**src/sv/bgf_ram.sv**
```systemverilog
// generic simple dual port ram with registered read
`default_nettype none
module bgf_ram #(
    parameter int WIDTH = 8,
    parameter int DEPTH = 16
) (
    input  wire logic                     i_clk,
    input  wire logic                     i_we,
    input  wire logic [$clog2(DEPTH)-1:0] i_waddr,
    input  wire logic [WIDTH-1:0]         i_wdata,
    input  wire logic                     i_re,
    input  wire logic [$clog2(DEPTH)-1:0] i_raddr,
    output logic      [WIDTH-1:0]         o_rdata
);
    logic [WIDTH-1:0] r_mem [DEPTH];

    always_ff @(posedge i_clk) begin
        if (i_we) begin
            r_mem[i_waddr] <= i_wdata;
        end
        if (i_re) begin
            o_rdata <= r_mem[i_raddr];
        end
    end
endmodule
`default_nettype wire

```
**config.mk**
```make
export PLATFORM = sky130hd
export DESIGN_NAME = bgf_ram
export DESIGN_NICKNAME = d
export VERILOG_FILES = /design/src/sv/bgf_ram.sv
export SDC_FILE = /design/constraint.sdc
export NUM_CORES = 1
export LEC_CHECK = 0
export BUFFER_PORTS_ARGS = -buffer_cell sky130_fd_sc_hd__buf_2
export CAP_MARGIN = 5
export CORE_ASPECT_RATIO = 1.2
export CORE_MARGIN = 4
export CORE_UTILIZATION = 37
export CTS_BUF_LIST = sky130_fd_sc_hd__clkbuf_4 sky130_fd_sc_hd__clkbuf_8
export DETAILED_ROUTE_END_ITERATION = 7
export PLACE_DENSITY = 0.62
export SLEW_MARGIN = 25
export SYNTH_ARGS = -nofsm -noshare
export SYNTH_HDL_FRONTEND = slang
export SYNTH_SLANG_ARGS = --single-unit
```
**constraint.sdc**
```tcl
create_clock -name i_clk -period 1.7 [get_ports i_clk]
set_input_delay 0.17 -clock i_clk [delete_from_list [all_inputs] [get_ports i_clk]]
set_output_delay 0.17 -clock i_clk [all_outputs]
set_load 0.01 [all_outputs]
```
# Yosys cells after proc, flatten, opt, wreduce, memory -nomap -nowiden
# Memory sizes are Yosys's and may differ from the RTL's. A register that Yosys moved wholly into a read port is not among the register bits.
# Cells that the tools add are included.
[word_totals]
ff_bits = 0
ramBits = 128
in_bits = 19
out_inout_bits = 8
word_cells = 3
memories = 1
[memory_table]
columns = ["memory", "words", "width", "rd", "rd_clocked_by_memory_dff", "wr", "line_no", "text"]
rows = [
  ["r_mem", 16, 8, 1, 1, 1, "15", "logic [WIDTH-1:0] r_mem [DEPTH];"],
]
[classes]
n_mux = 2
[ops]
columns = ["cell", "n"]
rows = [
  ["1-bit two-way mux", 2],
]

# Logic depth before layout (Yosys ltp)
# Gate-level depths: netlist of run 1.
[depth]
depth_word = 2
depth_mapped = 5
depth_no_buf = 3

# Worst setup path before layout of run 1
# Ideal clock, no wire load.
[synth_timing]
kind = "input-to-reg"
start = "input port i_waddr[2]"
end = "memory r_mem[0][0], enable pin"
setup_time_ps = 383
arrival_ps = 1280
t_required_ps = 1317
setup_slack_ps = 37
path_stages = 2
n_path_buf = 0
cell_sequence = "or3b_2 nor3_1"
[synth_lines]
columns = ["element", "line_no", "text"]
rows = [
  ["start: declaration", "9", "input wire logic [$clog2(DEPTH)-1:0] i_waddr,"],
  ["end: declaration", "15", ""],
]
# No word-level cell before the write port.

==> run summary, run 1 <==
crit-path cells: mux4_2, a22oi_1, nand2_1
TritonCTS Buffers: 17
min cycle time layout: 1520 ps
CP max FO: 1
Hold Path Class: in2reg
initial DRC count: 204
Setup WS pre-CTS: -112 ps
WP data arrival: 1690 ps
Mapped Cells: 229
vias in the first global route: 2647
IO Count: 27
status: finished clean
Detailed Routing Iterations Pass 1: 4
Sequential Area: 0.00408 mm²
Post-Syn Area: 0.00523 mm²
Final Cycle Share: 89.4%
gr usage total: 13.9%
Post-CTS Setup Repair Bufs: 0
fmax: 0.658 GHz
layout cells sized above 1: 34.2%
setup slack, reg-to-reg: 180 ps
Setup Skew: 8.18 ps
# DRC: 0
Fillers: 1142
Initial Utilization: 37.8%
synth unique cells: 18
max-slew violation count: 0
residual overflow from global routing: 0
DP HPWL: 6840 µm
syn_nets: 248
CP peak stage delay: 470 ps
Placer Congestion: 0.748
Avg Synthesized Cell Area: 22.8 µm²
post-synth top area cell: edfxtp_1
Worst slew margin: 71.6%
hold depth: 1
post-synth top area share: 78.1%
CTS tree: built
n_diodes: 0
die extent in y: 138 µm
CP max-delay cell: mux4_2
H-tree Lvls: 4
Root Driver: clkbuf_8
first-pass GRT wire length: 15800 µm
Cell Rows: 47
final hold viol count: 0
worst hold slack: 116 ps
total power: 6.65 mW
FF-to-FF End: o_rdata[0]
drt total wl: 10500 µm
drt wl/cell: 22.1 µm
reg-to-reg startpoint: r_mem[11][0]
IO Port Bufs: 26
Worst Setup Start Kind: flip-flop
DR vias: 2493
core area: 0.0138 mm²
synthesis-to-layout area growth: 17.2%
delay-heaviest family, CP: multiplexers
max_cap viols: 0
clk sinks: 136
# hold bufs at CTS: 0
final number of setup-violating endpoints: 0
ranking of synthesized cells by area: edfxtp_1 (78%), mux4_2 (7.8%), mux4_1 (7.0%)
Worst setup EP type: flip-flop
DIE AREA: 0.0161 mm²
CP bufs+invs: 0
CTS resizes: 0
crit path kind: reg2reg
pwr dens: 1090 mW/mm²
R2R cell count: 3
Max VDD drop: 0.000387 V
static leakage: 2.05 nW
CP Data Required Time: 1870 ps
Setup TNS Final: 0 ps
Die Width: 117 µm
Routed Antenna Nets: 0
clock edge transition at the registers on the reported setup and hold paths: 80 ps
WHS Endpoint: r_mem[15][6]
area of the multi-input gates: 0.00106 mm²
Worst Hold Launch: i_wdata[6]
maximum buffer depth of the clock tree: 2
flops & latches, synth: 136
worst slew pin tran: 426 ps
nets: 310
initial antenna violation count: 0
sequential area share after synthesis: 78.1%
WP depth: 3
vias per inst: 5.25
RSZ-0062 raised after global routing: false
largest net degree at the start of global routing: 33
post-route setup slack: 181 ps
Clk Latency, worst-skew pair: 430 ps
YS warnings: 0
[kinds of logic (layout without fill, tap and decap cells)]
family / Yosys count / in the layout / share of synthesized area (%)
compound gates: 16 / 16 / 2.30
flops: 136 / 136 / 78.1
buf+inv: 10 / 85 / 1.65
simple gates: 35 / 35 / 3.14
mux: 32 / 32 / 14.8
[state kept, by name (all words and copies together), names as in the netlist]
signal / count
r_mem: 128
o_rdata: 8
[layout by cell type (no fill, tap or decap)]
cell type / instances
clkinvlp_4: 4
nor3_1: 4
buf_2: 26
nand3_1: 1
and2_1: 1
mux4_2: 18
clkinv_2: 1
and2b_1: 1
clkbuf_8: 17
a22oi_1: 16
edfxtp_1: 136
nor2_1: 13
mux4_1: 14
nand2_1: 9
nand2b_1: 2
buf_12: 5
nor2b_1: 1
nand3b_1: 2
buf_4: 22
inv_6: 5
bufinv_16: 1
clkinv_4: 4
or3b_2: 1
[synth_stat cells]
library cell	n
a22oi_1	16
nand2b_1	2
nand3b_1	2
nand3_1	1
and2b_1	1
mux4_2	18
buf_4	1
edfxtp_1	136
clkdlybuf4s25_2	3
nor2_1	13
nor2b_1	1
mux4_1	14
nand2_1	9
buf_6	3
nor3_1	4
and2_1	1
buf_2	3
or3b_2	1
[metrics by stage]
stage                     utilization [%]  instances  area (µm²)
after floorplan                         -        229        5230
after detailed placement             41.6        443        5750
after global placement               41.6        443        5750
after global routing                 44.3        475        6130
after CTS                            44.3        475        6130
final                                44.3        475        6130
[where the power goes]
part	switching (mW)	internal [mW]	total (mW)	leakage (nW)
logic	0.210	0.169	0.379	0.636
registers	0.0194	3.77	3.79	1.24
clock network	1.30	1.18	2.48	0.180
[cell type report]
cell class / instances / share of cell area [%]
clock buffer: 17 / 3.82
sequential: 136 / 66.6
tap: 171 / 3.49
clock inverter: 15 / 2.35
timing repair buffer: 53 / 6.45
multi-input combinational: 83 / 17.3
[per-layer routing]
layer  vias to the layer above  global-route usage [%]  wire [µm]
met3                        12                    4.11        522
met1                      1310                    19.2       4610
met5                         -                       0          0
met4                         0                    4.76        164
met2                        68                    21.2       5200
li1                       1103                       -          -
[worst max-delay path by stage]
| stage | startpoint | to | slack (ps) |
|---|---|---|---|
| global route | r_mem[11][6] | o_rdata[6] | 120 |
| CTS | r_mem[0][3] | o_rdata[3] | 200 |
| floorplan | i_waddr[2] | r_mem[0][0] | 40 |
| global placement | i_raddr[0] | o_rdata[1] | -70 |
| detailed placement | i_raddr[0] | o_rdata[1] | -110 |
| finish | r_mem[11][0] | o_rdata[0] | 180 |
Note: power is estimated with default switching activity, not from simulation.
==> inputs of run 2 (changes only) <==
- GPL_TIMING_DRIVEN: default -> 0
- PLACE_DENSITY: 0.62 -> default
- PLACE_DENSITY_LB_ADDON: default -> 0.08
==> run summary, run 2 (synthesized netlist as in run 1, its figures left out) <==
drt wl/cell: 23.4 µm
final number of setup-violating endpoints: 0
synthesis-to-layout area growth: 14.2%
Hold Path Class: in2reg
gr usage total: 14.3%
Worst slew margin: 41.3%
IO Port Bufs: 25
total power: 6.76 mW
max_cap viols: 0
first-pass GRT wire length: 15800 µm
met3 WL: 568 µm
Largest Register: r_mem
IO Count: 27
Switching Share: 20.6%
Detailed Routing Iterations Pass 1: 4
most frequent cells in the layout: edfxtp_1 (136), buf_2 (28), mux4_2 (18)
DR top layer: met4
Worst Setup Start Kind: flip-flop
Sw Pwr: 1.39 mW
post-route cell area: 0.00597 mm²
Max VDD drop: 0.000411 V
met2 WL: 5340 µm
Sequential Power Share: 56.1%
clock edge transition at the registers on the reported setup and hold paths: 70 ps
Cell Rows: 47
Area after DPL: 0.00559 mm²
DIE AREA: 0.0161 mm²
final hold viol count: 0
Clk Latency, worst-skew pair: 420 ps
H-tree Lvls: 4
RSZ-0062 raised after global routing: false
CP peak stage delay: 570 ps
Placer Congestion: 0.788
pwr dens: 1130 mW/mm²
Die Width: 117 µm
Setup WS pre-CTS: -208 ps
layout cells sized above 1: 29.9%
max reg flops: 128
Root Driver: clkbuf_8
initial antenna violation count: 0
FF-to-FF End: o_rdata[1]
CP Data Required Time: 1870 ps
max-slew violation count: 0
maximum buffer depth of the clock tree: 2
CP max-delay cell: mux4_1
Final Cycle Share: 95.4%
nets: 292
Worst Setup SP: r_mem[1][1]
static leakage: 1.95 nW
# DRC: 0
TritonCTS Buffers: 17
DR vias: 2394
Setup Skew: 6.74 ps
n_diodes: 0
worst setup path endpoint: o_rdata[1]
Clk network pwr share: 38.5%
fmax: 0.617 GHz
setup slack, reg-to-reg: 80 ps
combinational power share: 5.5%
min cycle time layout: 1620 ps
Routed Antenna Nets: 0
core area: 0.0138 mm²
Int Power: 5.37 mW
# hold bufs at CTS: 0
Largest regs: r_mem (128), o_rdata (8)
R2R cell count: 3
Setup TNS Final: 0 ps
crit path kind: reg2reg
commonest non-fill, non-tap cell in the layout: edfxtp_1
residual overflow from global routing: 0
WP data arrival: 1790 ps
vias in the first global route: 2480
worst hold slack: 85.4 ps
drt total wl: 10700 µm
CTS resizes: 0
Fillers: 1205
wl on met1: 4640 µm
crit-path cells: mux4_1, a22oi_1, nand2_1
post-route setup slack: 78.3 ps
initial DRC count: 113
Initial Utilization: 37.8%
hold depth: 1
largest net degree at the start of global routing: 17
Post-CTS Setup Repair Bufs: 0
vias per inst: 5.26
CP max FO: 1
status: finished clean
die extent in y: 138 µm
worst slew pin tran: 878 ps
clk sinks: 136
CTS tree: built
Worst setup EP type: flip-flop
reg-to-reg startpoint: r_mem[1][1]
DP HPWL: 6880 µm
==> run 2: cell type report <==
type,instances,area [µm²],area share (%)
buffer,10,86.3,1.45
clock buffer,19,249,4.17
clock inverter,11,133,2.22
multi-input combinational,83,1080,18.1
sequential,136,4080,68.4
tap,171,214,3.58
timing repair buffer,25,125,2.10
==> run 2: worst min path at each step <==
stage | endpoint | slack (ps) | from
2_1_floorplan | r_mem[0][0] | 270 | i_wdata[0]
3_3_place_gp | o_rdata[2] | 520 | i_re
3_5_place_dp | o_rdata[2] | 530 | i_re
4_1_cts | o_rdata[6] | 60 | i_re
5_1_grt | o_rdata[6] | 60 | i_re
6_report | o_rdata[6] | 90 | i_re
==> run 2: layer usage <==
layer	GRT usage, %	vias to the layer above
li1	-	1063
met1	19.3	1256
met2	22.2	63
met3	4.50	12
met4	4.22	0
met5	0	-
==> run 2: power groups by stage <==
| stage | Combinational, mW | Sequential [mW] | Clock, mW |
|---|---|---|---|
| floorplan | 0.191 | 3.87 | 0 |
| global placement | 0.374 | 3.86 | 0 |
| detailed placement | 0.379 | 3.86 | 0 |
| CTS | 0.380 | 3.79 | 2.65 |
| global route | 0.398 | 3.79 | 2.81 |
| finish | 0.369 | 3.79 | 2.60 |
==> run 2: per-stage QoR <==
stage          std cells  util, %
5_1_grt              455     43.2
6_report             455     43.2
2_1_floorplan        229        -
3_3_place_gp         425     40.3
4_1_cts              455     43.2
3_5_place_dp         425     40.4
==> run 2: worst max-delay path: cells and delay by family, from the launching register on <==
kind	cells	cell delay [ps]
AOI/OAI and AO/OA	1	340
DFF	1	360
muxes	1	570
and+or+nand+nor	1	100
